[config.mk]
export PLATFORM = sky130hd
export DESIGN_NAME = bmp24_stream_to_rgb565_pixels_unit
export DESIGN_NICKNAME = d
export VERILOG_FILES = /design/src/sv/bmp565_pkg.sv /design/src/sv/bmp24_stream_to_rgb565_pixels_unit.sv /design/src/sv/bmp565_in_stage.sv /design/src/sv/bmp565_parse.sv /design/src/sv/bmp565_map.sv /design/src/sv/bmp565_out_stage.sv
export VERILOG_INCLUDE_DIRS = /design/src /design/src/sv
export SDC_FILE = /design/constraint.sdc
export NUM_CORES = 1
export LEC_CHECK = 0
export ABC_AREA = 1
export BUFFER_PORTS_ARGS = -buffer_cell sky130_fd_sc_hd__clkbuf_2
export CORE_ASPECT_RATIO = 0.8
export CORE_MARGIN = 5
export CORE_UTILIZATION = 35
export CTS_BUF_LIST = sky130_fd_sc_hd__clkbuf_16
export DETAILED_ROUTE_END_ITERATION = 16
export PLACE_DENSITY = 0.51
export SETUP_SLACK_MARGIN = 0.02
export SLEW_MARGIN = 10
export SYNTH_ARGS = -nofsm -noshare
export SYNTH_HDL_FRONTEND = slang
export SYNTH_HIERARCHICAL = 1
export SYNTH_SLANG_ARGS = --single-unit
[constraint.sdc]
create_clock -name clk -period 5.4 [get_ports clk]
set_input_delay 0.54 -clock clk [delete_from_list [all_inputs] [get_ports clk]]
set_output_delay 0.54 -clock clk [all_outputs]
set_load 0.1 [all_outputs]
[src/sv/bmp24_stream_to_rgb565_pixels_unit_defines.svh]
//------------------------------------------------------------------------------
// BMP24 to RGB565 unit: assertion macros
// Shared concurrent-check shorthands; expect clk and rst_n in scope.
//------------------------------------------------------------------------------
`ifndef BMP24_STREAM_TO_RGB565_PIXELS_UNIT_DEFINES_SVH
`define BMP24_STREAM_TO_RGB565_PIXELS_UNIT_DEFINES_SVH

// same-cycle implication
`define BMP565_ASSERT_NOW(lbl, ante, cons, msg) \
  lbl: assert property (@(posedge clk) disable iff (!rst_n) (ante) |-> (cons)) else $error(msg);

// next-cycle implication
`define BMP565_ASSERT_NEXT(lbl, ante, cons, msg) \
  lbl: assert property (@(posedge clk) disable iff (!rst_n) (ante) |=> (cons)) else $error(msg);

`endif

[src/sv/bmp565_pkg.sv]
//------------------------------------------------------------------------------
// BMP24 to RGB565 package
// Header offsets, codes and the structs passed between the unit's stages.
//------------------------------------------------------------------------------
package bmp565_pkg;

  localparam logic [15:0] MAX_DIMENSION = 16'd32767;

  localparam logic [31:0] HDR_LEN    = 32'd30;
  localparam logic [31:0] MIN_OFFSET = 32'd30;
  localparam logic [15:0] BPP_24     = 16'd24;
  localparam logic [7:0]  CHAR_B     = 8'h42;
  localparam logic [7:0]  CHAR_M     = 8'h4D;

  localparam logic [4:0] POS_SIG0 = 5'd0;
  localparam logic [4:0] POS_SIG1 = 5'd1;
  localparam logic [4:0] POS_OFS0 = 5'd10;
  localparam logic [4:0] POS_OFS1 = 5'd11;
  localparam logic [4:0] POS_OFS2 = 5'd12;
  localparam logic [4:0] POS_OFS3 = 5'd13;
  localparam logic [4:0] POS_W0   = 5'd18;
  localparam logic [4:0] POS_W1   = 5'd19;
  localparam logic [4:0] POS_W2   = 5'd20;
  localparam logic [4:0] POS_W3   = 5'd21;
  localparam logic [4:0] POS_H0   = 5'd22;
  localparam logic [4:0] POS_H1   = 5'd23;
  localparam logic [4:0] POS_H2   = 5'd24;
  localparam logic [4:0] POS_H3   = 5'd25;
  localparam logic [4:0] POS_BPP0 = 5'd28;
  localparam logic [4:0] POS_BPP1 = 5'd29;

  localparam logic [1:0] CFG_ORIGIN_X = 2'd0;
  localparam logic [1:0] CFG_ORIGIN_Y = 2'd1;
  localparam logic [1:0] CFG_ROTATION = 2'd2;

  localparam logic [1:0] ROT_0   = 2'd0;
  localparam logic [1:0] ROT_90  = 2'd1;
  localparam logic [1:0] ROT_180 = 2'd2;
  localparam logic [1:0] ROT_270 = 2'd3;

  localparam logic [1:0] PH_BLUE  = 2'd0;
  localparam logic [1:0] PH_GREEN = 2'd1;
  localparam logic [1:0] PH_RED   = 2'd2;

  // pixel event from the parser, in file coordinates
  typedef struct packed {
    logic        valid;
    logic        last;
    logic [15:0] col;
    logic [15:0] frow;
    logic [15:0] wm1;
    logic [15:0] hm1;
    logic [15:0] color;
  } pix_evt_t;

  // finished pixel in display coordinates
  typedef struct packed {
    logic        last;
    logic [15:0] color;
    logic [15:0] y;
    logic [15:0] x;
  } pix_t;

endpackage

[src/sv/bmp24_stream_to_rgb565_pixels_unit.sv]
//------------------------------------------------------------------------------
// BMP24 to RGB565 pixel unit
// Parses a 24-bit BMP byte stream and emits rotated, offset RGB565 pixels.
//------------------------------------------------------------------------------
// Takes one file byte per clock with no bubbles unless the output stalls; a
// byte passes an input register, then the parser and coordinate mapper, and
// its pixel lands in the output register when the red byte leaves the input register. One
// pixel per three data bytes; header, skipped and padding bytes give none.
// Mark the first byte of each file with in_tuser; after reset the first byte
// starts a file anyway. Change origin and rotation only between images.
module bmp24_stream_to_rgb565_pixels_unit (
  input  logic        clk,
  input  logic        rst_n,
  input  logic        in_tvalid,
  output logic        in_tready,
  input  logic [7:0]  in_tdata,   // file_byte
  input  logic        in_tuser,   // file_start
  output logic        out_tvalid,
  input  logic        out_tready,
  output logic [47:0] out_tdata,  // pixel_x, pixel_y, pixel_color
  output logic        out_tlast,
  input  logic        cfg_we,
  input  logic [1:0]  cfg_index,
  input  logic [15:0] cfg_data
);

  logic [15:0] origin_x_r;
  logic [15:0] origin_y_r;
  logic [1:0]  rotation_r;

  logic                 advance;
  logic                 word_valid;
  logic [7:0]           word_byte;
  logic                 word_start;
  logic                 fire;
  bmp565_pkg::pix_evt_t evt;
  bmp565_pkg::pix_t     pix;

  always_ff @(posedge clk) begin
    if (!rst_n) begin
      origin_x_r <= '0;
      origin_y_r <= '0;
      rotation_r <= bmp565_pkg::ROT_0;
    end else if (cfg_we) begin
      case (cfg_index)
        bmp565_pkg::CFG_ORIGIN_X: origin_x_r <= cfg_data;
        bmp565_pkg::CFG_ORIGIN_Y: origin_y_r <= cfg_data;
        bmp565_pkg::CFG_ROTATION: rotation_r <= cfg_data[1:0];
        default: ;
      endcase
    end
  end

  assign fire = word_valid && advance;

  bmp565_in_stage u_in (
    .clk        (clk),
    .rst_n      (rst_n),
    .in_tvalid  (in_tvalid),
    .in_tready  (in_tready),
    .in_tdata   (in_tdata),
    .in_tuser   (in_tuser),
    .advance    (advance),
    .word_valid (word_valid),
    .word_byte  (word_byte),
    .word_start (word_start)
  );

  bmp565_parse u_parse (
    .clk        (clk),
    .rst_n      (rst_n),
    .fire       (fire),
    .file_byte  (word_byte),
    .file_start (word_start),
    .evt        (evt)
  );

  bmp565_map u_map (
    .evt      (evt),
    .origin_x (origin_x_r),
    .origin_y (origin_y_r),
    .rotation (rotation_r),
    .pix      (pix)
  );

  bmp565_out_stage u_out (
    .clk        (clk),
    .rst_n      (rst_n),
    .load       (fire && evt.valid),
    .pix        (pix),
    .advance    (advance),
    .out_tvalid (out_tvalid),
    .out_tready (out_tready),
    .out_tdata  (out_tdata),
    .out_tlast  (out_tlast)
  );

endmodule

[src/sv/bmp565_in_stage.sv]
//------------------------------------------------------------------------------
// BMP24 to RGB565 input stage
// One-word input register; refills in the cycle it is consumed.
//------------------------------------------------------------------------------
module bmp565_in_stage (
  input  logic       clk,
  input  logic       rst_n,
  input  logic       in_tvalid,
  output logic       in_tready,
  input  logic [7:0] in_tdata,
  input  logic       in_tuser,
  input  logic       advance,
  output logic       word_valid,
  output logic [7:0] word_byte,
  output logic       word_start
);

  logic       valid_r;
  logic [7:0] byte_r;
  logic       start_r;

  assign in_tready  = !valid_r || advance;
  assign word_valid = valid_r;
  assign word_byte  = byte_r;
  assign word_start = start_r;

  always_ff @(posedge clk) begin
    if (!rst_n) begin
      valid_r <= 1'b0;
    end else if (in_tready) begin
      valid_r <= in_tvalid;
    end
    if (in_tready && in_tvalid) begin
      byte_r  <= in_tdata;
      start_r <= in_tuser;
    end
  end

endmodule

[src/sv/bmp565_parse.sv]
//------------------------------------------------------------------------------
// BMP24 to RGB565 parser
// Header capture, offset skip, BGR assembly, row padding and row counting.
//------------------------------------------------------------------------------
`include "bmp24_stream_to_rgb565_pixels_unit_defines.svh"

module bmp565_parse (
  input  logic                clk,
  input  logic                rst_n,
  input  logic                fire,
  input  logic [7:0]          file_byte,
  input  logic                file_start,
  output bmp565_pkg::pix_evt_t evt
);

  logic [31:0] byte_cnt_r, byte_cnt_nxt;
  logic [31:0] offset_r, offset_nxt;
  logic [15:0] width_r, width_nxt;
  logic [15:0] height_r, height_nxt;
  logic [15:0] bpp_r, bpp_nxt;
  logic        sig_ok_r, sig_ok_nxt;
  logic [15:0] col_r, col_nxt;
  logic [15:0] frow_r, frow_nxt;
  logic [16:0] rowb_r, rowb_nxt;
  logic [1:0]  phase_r, phase_nxt;
  logic [10:0] part_r, part_nxt;
  logic        done_r, done_nxt;
  // geometry latched at the last header byte
  logic        hdr_ok_r, hdr_ok_nxt;
  logic [15:0] wm1_r, wm1_nxt;
  logic [15:0] hm1_r, hm1_nxt;
  logic [16:0] rowpix_r, rowpix_nxt;
  logic [16:0] rowsz_r, rowsz_nxt;

  logic [31:0] pos;
  logic [16:0] rowb_inc;
  logic [15:0] frow_inc;
  logic        last;
  logic [16:0] rowpix_c;

  always_comb begin
    byte_cnt_nxt = file_start ? '0 : byte_cnt_r;
    offset_nxt   = file_start ? '0 : offset_r;
    width_nxt    = file_start ? '0 : width_r;
    height_nxt   = file_start ? '0 : height_r;
    bpp_nxt      = file_start ? '0 : bpp_r;
    sig_ok_nxt   = file_start ? 1'b0 : sig_ok_r;
    col_nxt      = file_start ? '0 : col_r;
    frow_nxt     = file_start ? '0 : frow_r;
    rowb_nxt     = file_start ? '0 : rowb_r;
    phase_nxt    = file_start ? bmp565_pkg::PH_BLUE : phase_r;
    part_nxt     = file_start ? '0 : part_r;
    done_nxt     = file_start ? 1'b0 : done_r;
    hdr_ok_nxt   = hdr_ok_r;
    wm1_nxt      = wm1_r;
    hm1_nxt      = hm1_r;
    rowpix_nxt   = rowpix_r;
    rowsz_nxt    = rowsz_r;
    rowpix_c     = 17'({1'b0, width_nxt}) + 17'({width_nxt, 1'b0});
    evt          = '0;
    evt.col      = col_r;
    evt.frow     = frow_r;
    evt.wm1      = wm1_r;
    evt.hm1      = hm1_r;
    evt.color    = {file_byte[7:3], part_r};
    last         = (col_r == wm1_r) && (frow_r == hm1_r);
    evt.last     = last;
    rowb_inc     = rowb_r + 17'd1;
    frow_inc     = frow_r + 16'd1;

    pos = byte_cnt_nxt;
    if (byte_cnt_nxt != '1) begin
      byte_cnt_nxt = byte_cnt_nxt + 32'd1;
    end

    if (pos < bmp565_pkg::HDR_LEN) begin
      case (pos[4:0])
        bmp565_pkg::POS_SIG0: sig_ok_nxt = (file_byte == bmp565_pkg::CHAR_B);
        bmp565_pkg::POS_SIG1: sig_ok_nxt = sig_ok_nxt && (file_byte == bmp565_pkg::CHAR_M);
        bmp565_pkg::POS_OFS0: offset_nxt[7:0]   = offset_nxt[7:0] | file_byte;
        bmp565_pkg::POS_OFS1: offset_nxt[15:8]  = offset_nxt[15:8] | file_byte;
        bmp565_pkg::POS_OFS2: offset_nxt[23:16] = offset_nxt[23:16] | file_byte;
        bmp565_pkg::POS_OFS3: offset_nxt[31:24] = offset_nxt[31:24] | file_byte;
        bmp565_pkg::POS_W0: width_nxt = {8'h00, file_byte};
        bmp565_pkg::POS_W1: width_nxt = width_nxt | {file_byte, 8'h00};
        bmp565_pkg::POS_W2, bmp565_pkg::POS_W3: begin
          if (file_byte != 8'h00) width_nxt = 16'hFFFF;
        end
        bmp565_pkg::POS_H0: height_nxt = {8'h00, file_byte};
        bmp565_pkg::POS_H1: height_nxt = height_nxt | {file_byte, 8'h00};
        bmp565_pkg::POS_H2, bmp565_pkg::POS_H3: begin
          if (file_byte != 8'h00) height_nxt = 16'hFFFF;
        end
        bmp565_pkg::POS_BPP0: bpp_nxt = {8'h00, file_byte};
        bmp565_pkg::POS_BPP1: begin
          bpp_nxt    = bpp_nxt | {file_byte, 8'h00};
          hdr_ok_nxt = sig_ok_nxt && (bpp_nxt == bmp565_pkg::BPP_24) &&
                       (width_nxt != '0) && (width_nxt <= bmp565_pkg::MAX_DIMENSION) &&
                       (height_nxt != '0) && (height_nxt <= bmp565_pkg::MAX_DIMENSION) &&
                       (offset_nxt >= bmp565_pkg::MIN_OFFSET);
          wm1_nxt    = width_nxt - 16'd1;
          hm1_nxt    = height_nxt - 16'd1;
          rowpix_nxt = rowpix_c;
          rowsz_nxt  = (rowpix_c + 17'd3) & ~17'd3;
        end
        default: ;
      endcase
    end else if (!done_r && hdr_ok_r && (pos >= offset_r)) begin
      if (rowb_r < rowpix_r) begin
        case (phase_r)
          bmp565_pkg::PH_BLUE: begin
            part_nxt  = {6'h00, file_byte[7:3]};
            phase_nxt = bmp565_pkg::PH_GREEN;
          end
          bmp565_pkg::PH_GREEN: begin
            part_nxt  = {file_byte[7:2], part_r[4:0]};
            phase_nxt = bmp565_pkg::PH_RED;
          end
          default: begin
            evt.valid = 1'b1;
            phase_nxt = bmp565_pkg::PH_BLUE;
            part_nxt  = '0;
            col_nxt   = col_r + 16'd1;
            if (last) done_nxt = 1'b1;
          end
        endcase
      end
      if (!(evt.valid && last)) begin
        rowb_nxt = rowb_inc;
        if (rowb_inc >= rowsz_r) begin
          rowb_nxt  = '0;
          col_nxt   = '0;
          phase_nxt = bmp565_pkg::PH_BLUE;
          part_nxt  = '0;
          frow_nxt  = frow_inc;
          if (frow_inc > hm1_r) done_nxt = 1'b1;
        end
      end
    end
  end

  always_ff @(posedge clk) begin
    if (!rst_n) begin
      byte_cnt_r <= '0;
      offset_r   <= '0;
      width_r    <= '0;
      height_r   <= '0;
      bpp_r      <= '0;
      sig_ok_r   <= 1'b0;
      col_r      <= '0;
      frow_r     <= '0;
      rowb_r     <= '0;
      phase_r    <= bmp565_pkg::PH_BLUE;
      part_r     <= '0;
      done_r     <= 1'b0;
      hdr_ok_r   <= 1'b0;
      wm1_r      <= '0;
      hm1_r      <= '0;
      rowpix_r   <= '0;
      rowsz_r    <= '0;
    end else if (fire) begin
      byte_cnt_r <= byte_cnt_nxt;
      offset_r   <= offset_nxt;
      width_r    <= width_nxt;
      height_r   <= height_nxt;
      bpp_r      <= bpp_nxt;
      sig_ok_r   <= sig_ok_nxt;
      col_r      <= col_nxt;
      frow_r     <= frow_nxt;
      rowb_r     <= rowb_nxt;
      phase_r    <= phase_nxt;
      part_r     <= part_nxt;
      done_r     <= done_nxt;
      hdr_ok_r   <= hdr_ok_nxt;
      wm1_r      <= wm1_nxt;
      hm1_r      <= hm1_nxt;
      rowpix_r   <= rowpix_nxt;
      rowsz_r    <= rowsz_nxt;
    end
  end

  `BMP565_ASSERT_NOW(a_evt_in_red, evt.valid, phase_r == bmp565_pkg::PH_RED, "pixel outside red phase")
  `BMP565_ASSERT_NOW(a_no_pix_done, evt.valid, !done_r && hdr_ok_r, "pixel after image end")
  `BMP565_ASSERT_NEXT(a_last_done, fire && evt.valid && evt.last, done_r, "image not closed")
  `BMP565_ASSERT_NOW(a_phase_ok, 1'b1, phase_r != 2'd3, "illegal pixel phase")

endmodule

[src/sv/bmp565_map.sv]
//------------------------------------------------------------------------------
// BMP24 to RGB565 coordinate mapper
// Bottom-up flip, rotation and origin offset, all modulo 2^16.
//------------------------------------------------------------------------------
module bmp565_map (
  input  bmp565_pkg::pix_evt_t evt,
  input  logic [15:0]          origin_x,
  input  logic [15:0]          origin_y,
  input  logic [1:0]           rotation,
  output bmp565_pkg::pix_t     pix
);

  logic [15:0] sy;
  logic [15:0] dx;
  logic [15:0] dy;

  always_comb begin
    sy = evt.hm1 - evt.frow;
    case (rotation)
      bmp565_pkg::ROT_90: begin
        dx = sy;
        dy = evt.wm1 - evt.col;
      end
      bmp565_pkg::ROT_180: begin
        dx = evt.wm1 - evt.col;
        dy = evt.frow;
      end
      bmp565_pkg::ROT_270: begin
        dx = evt.frow;
        dy = evt.col;
      end
      default: begin
        dx = evt.col;
        dy = sy;
      end
    endcase
    pix.x     = origin_x + dx;
    pix.y     = origin_y + dy;
    pix.color = evt.color;
    pix.last  = evt.last;
  end

endmodule

[src/sv/bmp565_out_stage.sv]
//------------------------------------------------------------------------------
// BMP24 to RGB565 output stage
// Result register; takes a new pixel in the cycle the old one is taken.
//------------------------------------------------------------------------------
module bmp565_out_stage (
  input  logic             clk,
  input  logic             rst_n,
  input  logic             load,
  input  bmp565_pkg::pix_t pix,
  output logic             advance,
  output logic             out_tvalid,
  input  logic             out_tready,
  output logic [47:0]      out_tdata,
  output logic             out_tlast
);

  logic             valid_r;
  bmp565_pkg::pix_t pix_r;

  assign advance    = !valid_r || out_tready;
  assign out_tvalid = valid_r;
  assign out_tdata  = {pix_r.color, pix_r.y, pix_r.x};
  assign out_tlast  = pix_r.last;

  always_ff @(posedge clk) begin
    if (!rst_n) begin
      valid_r <= 1'b0;
    end else if (advance) begin
      valid_r <= load;
    end
    if (load) begin
      pix_r <= pix;
    end
  end

endmodule

==> metrics.log, run 1 <==
INFO  metric tritoncts = built
INFO  metric num_antenna_cells = 0
INFO  metric required = 5.84 ns
INFO  metric worst_ep_arrival_time = 4.53 ns
INFO  metric startpoint_type = flop
INFO  metric place_congestion = 0.9142
INFO  metric hold_violations = 0
INFO  metric final.period_utilization = 0.7574
INFO  metric io_buffer_count = 82
INFO  metric crit_fanout = 14
INFO  metric post_synth_inst_count = 3798
INFO  metric layout.cells.most_common_list = 917 x sky130_fd_sc_hd__nand2_1, 524 x sky130_fd_sc_hd__inv_1, 376 x sky130_fd_sc_hd__a21oi_1, 315 x sky130_fd_sc_hd__nor2_1, 277 x sky130_fd_sc_hd__dfxtp_1
INFO  metric synth_compound_gate_area_share = 0.1647
INFO  metric slew_headroom = 0.2189
INFO  metric clock_latency = 0.61 ns
INFO  metric fin_setup_tns = 0 ns
INFO  metric cts_num_sinks = 335
INFO  metric drv_cap = 0
INFO  metric overflow_left_after_global_routing = 0
INFO  metric core_area = 70650 um2
INFO  metric p_leak = 0.01262 uW
INFO  metric yosysWarningCount = 6
INFO  metric setup.reg_to_reg.worst_slack = 1.31 ns
INFO  metric route.met3.wl = 7114 um
INFO  metric global_route.usage.total = 0.2179
INFO  metric vdd.ir_drop.worst = 0.2091 mV
INFO  metric synthesis.area = 25030 um2
INFO  metric routed_wire_length_on_met2 = 33630 um
INFO  metric boundaryPins = 83
INFO  metric route.top_layer_used = met4
INFO  metric synth.area.mux_share = 0
INFO  metric achievable-frequency = 244.5 MHz
INFO  metric routed-via-count = 24460
INFO  metric async_flop_share = 0
INFO  metric nNetsFinal = 4014
INFO  metric fin_skew = 0.04648 ns
INFO  metric postRouteAntennaNets = 0
INFO  metric tightestPinTransition = 1.165 ns
INFO  metric core.rowCount = 87
INFO  metric vias_per_cell = 5.139
INFO  metric post-cts-setup-buffers = 0
INFO  metric first_pass_grt_wire_length = 134400 um
INFO  metric cts_inserted_buffers = 40
INFO  metric ys_seq_elements = 335
INFO  metric synthFlopType = sky130_fd_sc_hd__dfxtp_1
INFO  metric post_synthesis_net_count = 4019
INFO  metric grt_setup_unrepaired = false
INFO  metric drc = 0
INFO  metric status = complete, no violations
INFO  metric firstDrtPassIters = 6
INFO  metric routed_wl = 86340 um
INFO  metric grt_max_degree = 81
INFO  metric number_of_enable_flip_flop_cells_after_synthesis = 58
INFO  metric yosys.area_share.adder = 0.09599
INFO  metric hold_buffers = 0
INFO  metric place_area = 26070 um2
INFO  metric fin_area = 27430 um2
INFO  metric first_global_vias = 22450
INFO  metric postSynthAreaPerCell = 6.589 um2
INFO  metric detailed_place_hpwl = 65870 um
INFO  metric post_synth_num_cell_types = 64
INFO  metric post_synth_and_or_nand_nor_area_fraction = 0.2850
INFO  metric period_minus_slack = 4.090 ns
INFO  metric drt_iter0_drc = 2287
INFO  metric drive_above_1_share = 0.06902
INFO  metric wire_per_inst = 18.14 um
INFO  metric floorplan.die.width = 309.0 um
INFO  metric synth_sequential_area_ratio = 0.2912
INFO  metric hold_class = in2reg
INFO  metric drt-met1-wl = 44140 um
INFO  metric setup_viol = 0
INFO  metric cts_root_buffer = sky130_fd_sc_hd__clkbuf_16
INFO  metric area_growth_syn_to_layout = 9.604%
INFO  metric cts_repair_resize_count = 0
INFO  metric effective_utilization_at_floorplan = 0.3542
INFO  metric crit_end_category = flop
INFO  metric antenna_found_initial = 0
INFO  metric synth_xor_xnor_area_share = 0.05004
INFO  metric clock_edge_transition_at_the_registers_on_the_reported_setup_and_hold_paths = 0.06 ns
INFO  metric floorplan.die_area = 76980 um2
INFO  metric power_per_cell_area = 236.9 nW/um2
INFO  metric dominant_combinational_cell_family_by_area_after_synthesis = simple AND/OR/NAND/NOR gates
INFO  metric dieHeight = 249.2 um
INFO  metric max-clock-path-buffers = 3
INFO  metric cts_htree_levels = 2
INFO  metric cp_class = reg2reg
INFO  metric mostFrequentLayoutCell = sky130_fd_sc_hd__nand2_1
INFO  metric timing_max_transition_violations_final = 0
## final timing paths
kind | start | to | depth (start not counted)
min | in_tdata[5] | u_in/word_byte[5] | 1
max reg2reg | u_parse/rowb_r[0] | u_parse/frow_r[1] | 21
min reg2reg | u_parse/offset_r[30] | u_parse/offset_r[30] | 2
max | u_parse/rowb_r[0] | u_parse/frow_r[1] | 21
## per-stage QoR
stage               total power [uW]  worst slack [ns]  std cells    util  hold WS, ns
finish                          6499             1.310       4759  0.3883       0.1036
CTS                             6564             1.366       4759  0.3883      0.06551
global placement                3655             1.521       4685  0.3690       0.4471
floorplan                       3345            0.1052       3798       -       0.4332
global route                    6791            0.8200       4759  0.3883      0.07680
detailed placement              3651             1.399       4685  0.3690       0.4520
## sequential cells by signal, summed over array words and instances, names as in the netlist, 8 cells and up
register and cells:
origin_x_r 16, origin_y_r 16, u_in/word_byte 8, u_out/out_tdata 48
u_parse/bpp_r 16, u_parse/byte_cnt_r 32, u_parse/col_r 16, u_parse/frow_r 16
u_parse/height_r 16, u_parse/hm1_r 16, u_parse/offset_r 32, u_parse/part_r 11
u_parse/rowb_r 17, u_parse/rowpix_r 17, u_parse/rowsz_r 15, u_parse/width_r 16
u_parse/wm1_r 16
## cell families after synthesis
family	Yosys count
AO/OA/AOI/OAI	763
XOR/XNOR	143
adder cells (fa/ha/maj)	189
buffers and inverters	702
flip-flops	335
AND/OR/NAND/NOR	1666
## metal layers
layer  global-route usage  vias to the layer above
met5                    0                        -
met4              0.04163                        0
met3              0.04922                       83
met2               0.3004                      735
met1               0.3437                    11250
li1                     -                    12390
## synth_stat cells (13+ instances only)
master / n / area share
sky130_fd_sc_hd__inv_1: 520 / 0.078
sky130_fd_sc_hd__nor2_1: 316 / 0.047
sky130_fd_sc_hd__dfxtp_1: 277 / 0.22
sky130_fd_sc_hd__nand3_1: 242 / 0.048
sky130_fd_sc_hd__edfxtp_1: 58 / 0.070
sky130_fd_sc_hd__nor4_1: 13 / 0.0032
sky130_fd_sc_hd__nor3_1: 44 / 0.0088
sky130_fd_sc_hd__inv_2: 20 / 0.0030
sky130_fd_sc_hd__nand2_2: 13 / 0.0032
sky130_fd_sc_hd__o21ai_1: 33 / 0.0066
sky130_fd_sc_hd__xor2_1: 106 / 0.037
sky130_fd_sc_hd__buf_2: 32 / 0.0064
sky130_fd_sc_hd__o21ai_0: 251 / 0.050
sky130_fd_sc_hd__buf_4: 34 / 0.010
sky130_fd_sc_hd__ha_1: 184 / 0.092
sky130_fd_sc_hd__a22oi_1: 14 / 0.0042
sky130_fd_sc_hd__xnor2_1: 37 / 0.013
sky130_fd_sc_hd__clkbuf_1: 82 / 0.012
sky130_fd_sc_hd__a21oi_1: 376 / 0.075
sky130_fd_sc_hd__nand4_1: 72 / 0.018
sky130_fd_sc_hd__nand2_1: 917 / 0.14
## where the power goes
group | switching [uW] | total (uW) | internal (uW)
Sequential | 57.0 | 2650 | 2590
Clock | 1220 | 2880 | 1660
Combinational | 681 | 970 | 288
Total | 1960 | 6500 | 4540
## layout make-up
class	instances	area, um2
Clock buffer	40	1001
Multi-Input combinational cell	2761	14920
Sequential cell	335	7287
Fill cell	7590	43220
Tap cell	934	1169
Timing Repair Buffer	111	643.1
Clock inverter	34	361.6
Inverter	544	2051
## worst max-delay path, cell delays in order (launching register included)
cell and delay (ns):
sky130_fd_sc_hd__dfxtp_1 0.45, sky130_fd_sc_hd__ha_1 0.23, sky130_fd_sc_hd__nand2_1 0.06, sky130_fd_sc_hd__nor2_1 0.21, sky130_fd_sc_hd__nand4_1 0.15, sky130_fd_sc_hd__nor2_1 0.28
sky130_fd_sc_hd__nand3_1 0.14, sky130_fd_sc_hd__xor2_1 0.20, sky130_fd_sc_hd__inv_1 0.07, sky130_fd_sc_hd__ha_1 0.33, sky130_fd_sc_hd__nand2_1 0.08, sky130_fd_sc_hd__nor3_1 0.20
sky130_fd_sc_hd__nand2_1 0.10, sky130_fd_sc_hd__nand3_1 0.08, sky130_fd_sc_hd__buf_4 0.22, sky130_fd_sc_hd__inv_1 0.15, sky130_fd_sc_hd__nor2_1 0.21, sky130_fd_sc_hd__nand2_1 0.24
sky130_fd_sc_hd__nand2_1 0.24, sky130_fd_sc_hd__nand2_1 0.14, sky130_fd_sc_hd__nand2_1 0.10, sky130_fd_sc_hd__a21oi_1 0.07
Note: power is estimated with default switching activity, not from simulation.
==> run 2, diff against run 1 <==
clock period = 3.7 ns   (was 5.4 ns; I/O delays follow)
==> run 2 against run 1 <==
  * Via count is 3.4% higher
  * Maximum frequency is 17% higher
  * Critical path depth is 4 lower
  * Core utilization is 2.0 points higher
  * Cell count is 3.1% higher
  * Global-route usage is 0.89 points higher
  * Clock skew is 0.0069 ns lower
  * Combinational power is 66% higher
  * Die area stayed put
==> metrics.log, run 2 (synthesized netlist as in run 1, its figures left out) <==
INFO  metric status = complete, no violations (unchanged)
INFO  metric routed_wl = 90550 um (was 86340 um)
INFO  metric grt_setup_unrepaired = true (was false)
INFO  metric achievable-frequency = 285.0 MHz (was 244.5 MHz)
INFO  metric postRouteAntennaNets = 0 (unchanged)
INFO  metric power_switching_share = 0.2977 (was 0.3015)
INFO  metric combinationalPowerShare = 0.168 (was 0.149)
INFO  metric place_congestion = 0.9684 (was 0.9142)
INFO  metric largest_reg_flops = 48 (unchanged)
INFO  metric final.period_utilization = 0.9483 (was 0.7574)
INFO  metric worst_ep_arrival_time = 3.83 ns (was 4.53 ns)
INFO  metric max-clock-path-buffers = 3 (unchanged)
INFO  metric drc = 0 (unchanged)
INFO  metric routed_wire_length_on_met2 = 35630 um (was 33630 um)
INFO  metric first_pass_grt_wire_length = 138600 um (was 134400 um)
INFO  metric drive_above_1_share = 0.1108 (was 0.06902)
INFO  metric drt-met1-wl = 45060 um (was 44140 um)
INFO  metric sequentialPowerShare = 0.402 (was 0.408)
INFO  metric tightestPinTransition = 0.9239 ns (was 1.165 ns)
INFO  metric timing_max_transition_violations_final = 0 (unchanged)
INFO  metric global_route.usage.total = 0.2268 (was 0.2179)
INFO  metric mostFrequentLayoutCell = sky130_fd_sc_hd__nand2_1 (unchanged)
INFO  metric worst_hold_path.endpoint = u_in/word_valid (was u_in/word_byte[5])
INFO  metric clock_edge_transition_at_the_registers_on_the_reported_setup_and_hold_paths = 0.06 ns (about the same)
INFO  metric setup_viol = 0 (unchanged)
INFO  metric hold_violations = 0 (unchanged)
INFO  metric startpoint_type = flop (unchanged)
INFO  metric drt_iter0_drc = 2583 (was 2287)
INFO  metric routed-via-count = 25280 (was 24460)
INFO  metric io_buffer_count = 82 (unchanged)
INFO  metric effective_utilization_at_floorplan = 0.3542 (unchanged)
INFO  metric power_per_cell_area = 331.8 nW/um2 (was 236.9 nW/um2)
INFO  metric num_antenna_cells = 0 (unchanged)
INFO  metric hold_path_depth = 3 (was 1)
INFO  metric power_switching = 2850 uW (was 1959 uW)
INFO  metric regToRegStartpoint = u_parse/col_r[2] (was u_parse/rowb_r[0])
INFO  metric critical_path.slowest_cell = sky130_fd_sc_hd__dfxtp_4 (was sky130_fd_sc_hd__dfxtp_1)
INFO  metric hold_class = in2reg (unchanged)
INFO  metric internal-power = 6724 uW (was 4540 uW)
INFO  metric wire_per_inst = 18.46 um (was 18.14 um)
INFO  metric core_area = 70650 um2 (unchanged)
INFO  metric cts_htree_levels = 2 (unchanged)
INFO  metric min_from = in_tvalid (was in_tdata[5])
INFO  metric layout.core_utilization = 0.4085 (was 0.3883)
INFO  metric crit_chain = inv_1 > ha_1 > or2_1 > nand2_1 > o21bai_2 > xnor2_2 > buf_4 > o22ai_1 > a21oi_1 > a21oi_2 > ha_1 > a21o_1 > a21oi_2 > o21ai_2 > a21boi_1 > o21ai_0 > xor2_1 (was ha_1 > nand2_1 > nor2_1 > nand4_1 > nor2_1 > nand3_1 > xor2_1 > inv_1 > ha_1 > nand2_1 > nor3_1 > nand2_1 > nand3_1 > buf_4 > inv_1 > nor2_1 > nand2_1 > nand2_1 > nand2_1 > nand2_1 > a21oi_1)
INFO  metric rr_worst_depth = 17 (was 21)
INFO  metric slew_headroom = 0.3793 (was 0.2189)
INFO  metric vdd.ir_drop.worst = 0.2596 mV (was 0.2091 mV)
INFO  metric required = 4.02 ns (was 5.84 ns)
INFO  metric cts_inserted_buffers = 39 (was 40)
INFO  metric crit_end_category = flop (unchanged)
INFO  metric route.met3.wl = 8687 um (was 7114 um)
INFO  metric clock_latency = 0.60 ns (was 0.61 ns)
INFO  metric tritoncts = built (unchanged)
INFO  metric crit_fanout = 6 (was 14)
INFO  metric p_clk_frac = 0.430 (was 0.443)
INFO  metric p_leak = 0.01343 uW (was 0.01262 uW)
INFO  metric dieHeight = 249.2 um (unchanged)
INFO  metric area_growth_syn_to_layout = 15.30% (was 9.604%)
INFO  metric period_minus_slack = 3.509 ns (was 4.090 ns)
INFO  metric vias_per_cell = 5.153 (was 5.139)
INFO  metric cp_class = reg2reg (unchanged)
INFO  metric detailed_place_hpwl = 70330 um (was 65870 um)
INFO  metric cts_root_buffer = sky130_fd_sc_hd__clkbuf_16 (unchanged)
INFO  metric first_global_vias = 22970 (was 22450)
INFO  metric nNetsFinal = 4162 (was 4014)
INFO  metric floorplan.die.width = 309.0 um (unchanged)
INFO  metric overflow_left_after_global_routing = 0 (unchanged)
INFO  metric dpl.cell_count = 4816 (was 4685)
INFO  metric route.top_layer_used = met4 (unchanged)
INFO  metric antenna_found_initial = 1 (was 0)
INFO  metric layout.cells.most_common_list = 913 x sky130_fd_sc_hd__nand2_1, 526 x sky130_fd_sc_hd__inv_1, 366 x sky130_fd_sc_hd__a21oi_1, 311 x sky130_fd_sc_hd__nor2_1, 274 x sky130_fd_sc_hd__dfxtp_1 (was 917 x sky130_fd_sc_hd__nand2_1, 524 x sky130_fd_sc_hd__inv_1, 376 x sky130_fd_sc_hd__a21oi_1, 315 x sky130_fd_sc_hd__nor2_1, 277 x sky130_fd_sc_hd__dfxtp_1)
INFO  metric firstDrtPassIters = 6 (unchanged)
INFO  metric grt_max_degree = 89 (was 81)
INFO  metric layout.filler_cells = 7585 (was 7590)
INFO  metric layoutNonFillerInstCount = 4905 (was 4759)
INFO  metric setup.reg_to_reg.worst_slack = 0.19 ns (was 1.31 ns)
INFO  metric floorplan.die_area = 76980 um2 (unchanged)
INFO  metric crit_path_max_incr_delay = 0.39 ns (was 0.45 ns)
INFO  metric cts_num_sinks = 335 (unchanged)
INFO  metric fin_skew = 0.03961 ns (was 0.04648 ns)
INFO  metric boundaryPins = 83 (unchanged)
INFO  metric r2r_endpoint = u_out/out_tdata[12] (was u_parse/frow_r[1])
INFO  metric drv_cap = 0 (unchanged)
INFO  metric core.rowCount = 87 (unchanged)
==> run 2: cell count changes in the layout (fill, tap and decap cells not counted), sizes merged <==
cell | previous run | this run
nor2 | 336 | 337
clkinvlp | 5 | 2
dlygate4sd3 | 0 | 9
buf | 30 | 168
inv | 549 | 550
==> run 2: worst max-delay path by stage <==
stage	from	to	slack (ns)	depth (start not counted)
finish	u_parse/col_r[2]	u_out/out_tdata[12]	0.19	17
global route	u_parse/wm1_r[0]	u_out/out_tdata[31]	-0.03	20
CTS	u_parse/rowb_r[0]	u_parse/col_r[13]	0.006	18
detailed placement	u_parse/col_r[2]	u_out/out_tdata[28]	-0.01	18
global placement	u_parse/col_r[2]	u_out/out_tdata[28]	-0.06	18
floorplan	u_in/word_start	u_parse/rowsz_r[13]	0.05	24
==> run 2: cell type report <==
class	instances	area, um2	area share
well taps	934	1169	0.04050
repair inverters	1	5.005	0.0001734
repair buffers	258	1848	0.06404
clock buffers	40	1001	0.03469
flip-flops and latches	335	7293	0.2527
inverters	544	2054	0.07120
clock inverters	31	329.1	0.01140
multi-input cells	2762	15160	0.5253
==> run 2: worst max-delay path: cells and delay by family (launching register included) <==
family                   cells  cell delay, ns
AO/OA/AOI/OAI                9            1.28
adder cells (fa/ha/maj)      2            0.63
flip-flops                   1            0.39
AND/OR/NAND/NOR              2            0.36
XOR/XNOR                     2            0.33
buffers and inverters        2            0.24
==> run 2: repair_timing <==
item | 4_1_cts | 5_1_grt
endpoints found under the setup margin | 6 | 135
gates cloned | 0 | 2
buffers inserted | 0 | 7
hold endpoints to repair | 9 | 0
pin swaps | 0 | 11
resized for setup | 3 | 62
hold buffers | 9 | 0
==> run 2: stage by stage <==
| step | instance area [um2] | hold WS [ns] | setup TNS (ns) | setup WS, ns | power, uW |
|---|---|---|---|---|---|
| after floorplan | 25050 | 0.4332 | 0 | 0.04700 | 4885 |
| after CTS | 28550 | 0.01524 | 0 | 0.006190 | 9601 |
| after global routing | 28860 | 0.05703 | -0.09229 | -0.02830 | 10000 |
| after detailed placement | 27120 | 0.4522 | -0.01073 | -0.01073 | 5435 |
| final | 28860 | 0.05273 | 0 | 0.1914 | 9574 |
| after global placement | 27120 | 0.4535 | -0.05768 | -0.05768 | 5440 |
==> run 2: metal layers <==
metal  global-route usage  vias up
met5                    0        -
met1               0.3578    11630
li1                     -    12670
met4              0.03611        0
met2               0.3182      891
met3              0.04811       84
==> run 2: power by group through the flow <==
stage | logic (uW) | clock network, uW | registers [uW]
after floorplan | 983 | 0 | 3900
after global placement | 1510 | 0 | 3930
after detailed placement | 1510 | 0 | 3930
after CTS | 1520 | 4230 | 3850
after global routing | 1770 | 4380 | 3850
final | 1610 | 4120 | 3850
